### src/rtl/core/iisrs_pkg.sv
// shared types and codes for the interval index set rank/select block
package iisrs_pkg;

    localparam logic [2:0] CMD_CLEAR    = 3'd0;
    localparam logic [2:0] CMD_INSERT   = 3'd1;
    localparam logic [2:0] CMD_SELECT   = 3'd2;
    localparam logic [2:0] CMD_RANK     = 3'd3;
    localparam logic [2:0] CMD_CONTAINS = 3'd4;
    localparam logic [2:0] CMD_LOCAL    = 3'd5;

    localparam logic [1:0] ST_OK   = 2'd0;
    localparam logic [1:0] ST_MISS = 2'd1;
    localparam logic [1:0] ST_FULL = 2'd2;

    typedef enum logic [2:0] {
        OP_CLEAR,
        OP_INSERT,
        OP_SELECT,
        OP_RANK,
        OP_CONTAINS,
        OP_LOCAL,
        OP_BAD
    } op_t;

    typedef enum logic [4:0] {
        S_IDLE,
        S_SRCH,
        S_SCMP,
        S_POST,
        S_SELD,
        S_LEFT,
        S_RIGHT,
        S_ACT,
        S_DN_RD,
        S_DN_WR,
        S_UP_RD,
        S_UP_WR,
        S_RB_RD,
        S_RB_WR,
        S_DONE
    } state_t;

endpackage

### src/rtl/core/iisrs_front.sv
// front end: request queue that decodes the command and trims the key
module iisrs_front
    import iisrs_pkg::*;
#(
    parameter int KW = 32
) (
    input  logic          clk,
    input  logic          rst_n,
    input  logic          push,
    output logic          full,
    input  logic [2:0]    command,
    input  logic [31:0]   key,
    output logic          q_valid,
    input  logic          q_take,
    output op_t           q_op,
    output logic [KW-1:0] q_key
);

    op_t           op_mem [2];
    logic [KW-1:0] key_mem [2];
    logic          wr_ptr_reg, wr_ptr_next;
    logic          rd_ptr_reg, rd_ptr_next;
    logic [1:0]    fill_reg, fill_next;
    op_t           dec_op;
    logic [63:0]   key_wide;
    logic          do_push, do_pop;

    always_comb
    begin
        case (command)
            CMD_CLEAR:    dec_op = OP_CLEAR;
            CMD_INSERT:   dec_op = OP_INSERT;
            CMD_SELECT:   dec_op = OP_SELECT;
            CMD_RANK:     dec_op = OP_RANK;
            CMD_CONTAINS: dec_op = OP_CONTAINS;
            CMD_LOCAL:    dec_op = OP_LOCAL;
            default:      dec_op = OP_BAD;
        endcase
    end

    assign key_wide = 64'(key);
    assign full     = (fill_reg == 2'd2);
    assign q_valid  = (fill_reg != 2'd0);
    assign q_op     = op_mem[rd_ptr_reg];
    assign q_key    = key_mem[rd_ptr_reg];
    assign do_push  = push && !full;
    assign do_pop   = q_take && q_valid;

    always_comb
    begin
        wr_ptr_next = do_push ? ~wr_ptr_reg : wr_ptr_reg;
        rd_ptr_next = do_pop ? ~rd_ptr_reg : rd_ptr_reg;
        fill_next   = fill_reg + 2'(do_push) - 2'(do_pop);
    end

    always_ff @(posedge clk)
    begin
        if (do_push)
        begin
            op_mem[wr_ptr_reg]  <= dec_op;
            key_mem[wr_ptr_reg] <= key_wide[KW-1:0];
        end
    end

    always_ff @(posedge clk or negedge rst_n)
    begin
        if (!rst_n)
        begin
            wr_ptr_reg <= 1'b0;
            rd_ptr_reg <= 1'b0;
            fill_reg   <= 2'd0;
        end
        else
        begin
            wr_ptr_reg <= wr_ptr_next;
            rd_ptr_reg <= rd_ptr_next;
            fill_reg   <= fill_next;
        end
    end

endmodule

### config.mk
export PLATFORM = sky130hd
export DESIGN_NAME = iisrs_front
export DESIGN_NICKNAME = d
export VERILOG_FILES = /design/src/rtl/core/iisrs_pkg.sv /design/src/rtl/core/iisrs_front.sv
export SDC_FILE = /design/constraint.sdc
export NUM_CORES = 1
export LEC_CHECK = 0
export BUFFER_PORTS_ARGS = -buffer_cell sky130_fd_sc_hd__buf_2
export CAP_MARGIN = 20
export CELL_PAD_IN_SITES_DETAIL_PLACEMENT = 0
export CELL_PAD_IN_SITES_GLOBAL_PLACEMENT = 1
export CORE_ASPECT_RATIO = 1.75
export CORE_UTILIZATION = 39
export CTS_CLUSTER_DIAMETER = 40
export DETAILED_ROUTE_END_ITERATION = 8
export GPL_TIMING_DRIVEN = 0
export PLACE_DENSITY_LB_ADDON = 0.1
export SKIP_CTS_REPAIR_TIMING = 1
export SLEW_MARGIN = 30
export SYNTH_ARGS = -nofsm -noshare
export SYNTH_HDL_FRONTEND = slang
export SYNTH_SLANG_ARGS = --single-unit
### constraint.sdc
create_clock -name clk -period 2.64 [get_ports clk]
set_input_delay 0.528 -clock clk [delete_from_list [all_inputs] [get_ports clk]]
set_output_delay 0.528 -clock clk [all_outputs]
set_load 0.01 [all_outputs]
==> impl_table.tex <==
\begin{tabular}{lr}
\hline
Metric & Value \\
\hline
\multicolumn{2}{l}{\textbf{Clocking}} \\
Clock tree from TritonCTS & built \\
Clock buffer count from CTS & 9 \\
Cell chosen for the clock root & sky130\_fd\_sc\_hd\_\_clkbuf\_16 \\
Clock Tree Buf Depth & 2 \\
Insertion delay to the later sink of the worst-skew pair & 0.31 ns \\
Clock input transition at the sequential cells of the worst setup and hold paths & 0.05 ns \\
Clock sink count & 74 \\
Number of H-tree levels & 3 \\
\multicolumn{2}{l}{\textbf{Route}} \\
Initial drt markers & 83 \\
Average routed wire per standard cell & between 15 and 20 microns \\
Count of antenna-violating nets left after detailed routing & 0 \\
Total routed wirelength & 4733 microns \\
Vias per cell & 4.631 \\
Number of iterations in the first detailed-routing pass & 4 \\
Vias post-DR & 1431 \\
DRC & 0 \\
\multicolumn{2}{l}{\textbf{Job}} \\
Max-capacitance violation count & 0 \\
\multicolumn{2}{l}{\textbf{Worst setup path}} \\
CP arrival & 1.46 ns \\
CP Data Required Time & between 2 and 2.5 ns \\
Startpoint Class & flop \\
Maximum fanout along the worst path & 10 \\
Category of the most critical setup path & flop to output pin \\
Critical path endpoint category & output pin \\
\multicolumn{2}{l}{\textbf{Pwr}} \\
PwrDens & between 1000 and 1500 nW/um\^{}2 \\
Static Leakage & 1.497 nW \\
Worst IR drop on VDD & 0.0006712 V \\
\multicolumn{2}{l}{\textbf{Synth}} \\
Average instance area after synthesis & $\sim$22 sq um \\
Area share of the leading cell type in the synthesized netlist & about three quarters \\
Yosys synthesis warning count & 0 \\
Unique cell type count in the Yosys netlist & 17 \\
Number of cells produced by synthesis & 130 \\
Mapped Nets & approximately 170 \\
Ranking of synthesized cells by area & sky130\_fd\_sc\_hd\_\_edfxtp\_1 73\%, sky130\_fd\_sc\_hd\_\_mux2\_4 15\%, sky130\_fd\_sc\_hd\_\_dfrtp\_1 3.5\%, sky130\_fd\_sc\_hd\_\_mux2\_2 2.4\%, sky130\_fd\_sc\_hd\_\_buf\_6 1.6\% \\
Synth area leader & sky130\_fd\_sc\_hd\_\_edfxtp\_1 \\
Post-Synthesis Cell Area & 2868 sq um \\
Number of storage elements in the synthesis netlist & 74 \\
Sequential fraction of the synthesis area & approximately 77\% \\
\multicolumn{2}{l}{\textbf{STA}} \\
Final hold viol count & 0 \\
Achievable Freq & 503.8 MHz \\
Setup repair after global routing missed its margin & false \\
Setup total negative slack & 0 ns \\
Post-route fraction of the period consumed by the critical path & 75.19\% \\
Headroom to the max-slew limit & 63.60\% \\
Clock tree skew after final layout & 0.003088 ns \\
Final setup violation count & 0 \\
Count of pins over their slew limit & 0 \\
Fin crit period & 1.985 ns \\
Tightest Pin Transition & 0.5447 ns \\
\multicolumn{2}{l}{\textbf{GRT}} \\
Overall global routing resource usage & 13.16\% \\
Largest net degree at the start of global routing & 26 \\
Wire length of the first global-routing pass & 7134 microns \\
Antenna violations before repair & 0 \\
Remaining Overflow, GRT & 0 \\
Vias in the first global route & 1536 \\
\multicolumn{2}{l}{\textbf{Layout}} \\
Count of placed standard cells in the final layout, fillers left out & 309 \\
Flip-flop count of the largest register, all copies and words added & between 60 and 70 \\
Commonest cells after routing, fill and taps aside & 75 x sky130\_fd\_sc\_hd\_\_buf\_2, 70 x sky130\_fd\_sc\_hd\_\_edfxtp\_1, 29 x sky130\_fd\_sc\_hd\_\_mux2\_4, 9 x sky130\_fd\_sc\_hd\_\_clkbuf\_16, 6 x sky130\_fd\_sc\_hd\_\_mux2\_2 \\
Final cell area excluding filler cells & 3686 sq um \\
Antenna fix cells & 0 \\
Nets & $\sim$260 \\
Proportion of layout cells with a drive suffix above 1 & 58.30\% \\
Most frequent standard cell in the layout excluding fill and tap cells & sky130\_fd\_sc\_hd\_\_buf\_2 \\
Layout-stage area growth over the synthesis result & 28.53\% \\
Count of fill cells added during filler insertion & 636 \\
\multicolumn{2}{l}{\textbf{Place}} \\
Placed Cells incl. Taps & 293 \\
Last weighted congestion value of the routability-driven placer & 0.6289 \\
Total placed instance area & 3407 sq um \\
Post-detail-place hpwl & 3238 microns \\
Number of I/O port buffers & 75 \\
\multicolumn{2}{l}{\textbf{Die}} \\
Initial core utilization & $\sim$40\% \\
Placeable core area & 7182 sq um \\
Row count & slightly above 40 \\
Width of the die & $\sim$67 microns \\
Number of top-level pins & 76 \\
Die height & 115.4 microns \\
Die Outline Area & 7713 sq um \\
\multicolumn{2}{l}{\textbf{Hold path}} \\
Class of the tightest hold or removal check & input pin to async pin \\
\multicolumn{2}{l}{\textbf{Outcome}} \\
Status & completed \\
\hline
\end{tabular}
## kinds of logic (layout without fill, tap and decap cells)
logic type	Yosys count	count (layout)	synth area share [%]
AO/OA/AOI/OAI	1	1	0.2619
XOR/XNOR	4	4	1.222
adder cells (fa/ha/maj)	2	2	0.8725
buffers and inverters	8	101	2.094
flip-flops	74	74	76.79
multiplexers	35	35	17.54
AND/OR/NAND/NOR	6	6	1.222
## final cells by class
type / count / area, sq um / share of cell area [%]
inverter: 2 / 7.507 / 0.2037
clock inverter: 4 / 42.54 / 1.154
buffer: 6 / 52.55 / 1.426
sequential: 74 / 2202 / 59.74
tap: 86 / 107.6 / 2.919
timing repair buffer: 77 / 422.9 / 11.47
multi-input combinational: 48 / 614.3 / 16.67
clock buffer: 12 / 236.5 / 6.415
## synthesized netlist by cell type
cell type	n
sky130_fd_sc_hd__xnor2_1	3
sky130_fd_sc_hd__and3_1	1
sky130_fd_sc_hd__nor2_1	1
sky130_fd_sc_hd__ha_1	2
sky130_fd_sc_hd__nand2b_1	1
sky130_fd_sc_hd__buf_6	4
sky130_fd_sc_hd__clkbuf_1	2
sky130_fd_sc_hd__edfxtp_1	70
sky130_fd_sc_hd__mux2_4	29
sky130_fd_sc_hd__inv_1	2
sky130_fd_sc_hd__mux2_2	6
sky130_fd_sc_hd__xor2_1	1
sky130_fd_sc_hd__or2_1	1
sky130_fd_sc_hd__nand2_1	1
sky130_fd_sc_hd__a21boi_0	1
sky130_fd_sc_hd__and2_4	1
sky130_fd_sc_hd__dfrtp_1	4
## per-layer routing
layer / share of wire, % / vias to the layer above / GRT usage [%]
met3: 5.9 / 6 / 4.429
met5: 0 / - / 0
met2: 57 / 46 / 23.97
met1: 35 / 704 / 13.02
met4: 1.8 / 0 / 5.957
li1: - / 675 / -
## report_power, final
| group | switching [mW] | total (mW) | internal (mW) | leakage [nW] |
|---|---|---|---|---|
| Clock | 0.394 | 1.12 | 0.723 | 0.136 |
| Sequential | 0.0820 | 1.69 | 1.61 | 0.697 |
| Combinational | 0.656 | 1.39 | 0.732 | 0.665 |
## through the flow
stage / utilization (%) / hold slack (ns) / power (mW) / worst slack, ns
finish: 51.32 / 0.01085 / 4.200 / 0.6549
global route: 51.32 / 0.006124 / 4.409 / 0.5811
CTS: 51.32 / 0.001601 / 4.269 / 0.6242
detailed placement: 47.44 / 0.3422 / 3.136 / 0.8538
global placement: 46.66 / 0.3338 / 3.031 / -0.6933
floorplan: - / 0.2324 / 2.645 / 0.1129
## final timing paths
path | start | to | slack (ns) | cells after the start
worst max register to register | fill_reg[1] | fill_reg[1] | 0.92 | 7
worst min register to register | fill_reg[1] | fill_reg[1] | 0.52 | 1
min in group clk | key[23] | key_mem[1][23] | 0.39 | 1
max in group asynchronous | rst_n | rd_ptr_reg | 2.51 | 1
worst max-delay path | rd_ptr_reg | q_key[24] | 0.65 | 4
worst min-delay path | rst_n | fill_reg[1] | 0.01 | 1
## critical path, cell delays in order, from the launching register on
cell,delay (ns)
sky130_fd_sc_hd__dfrtp_1,0.33
sky130_fd_sc_hd__buf_6,0.15
sky130_fd_sc_hd__buf_6,0.19
sky130_fd_sc_hd__mux2_4,0.32
sky130_fd_sc_hd__buf_2,0.14
No activity file was read; power rests on OpenSTA's default activity.
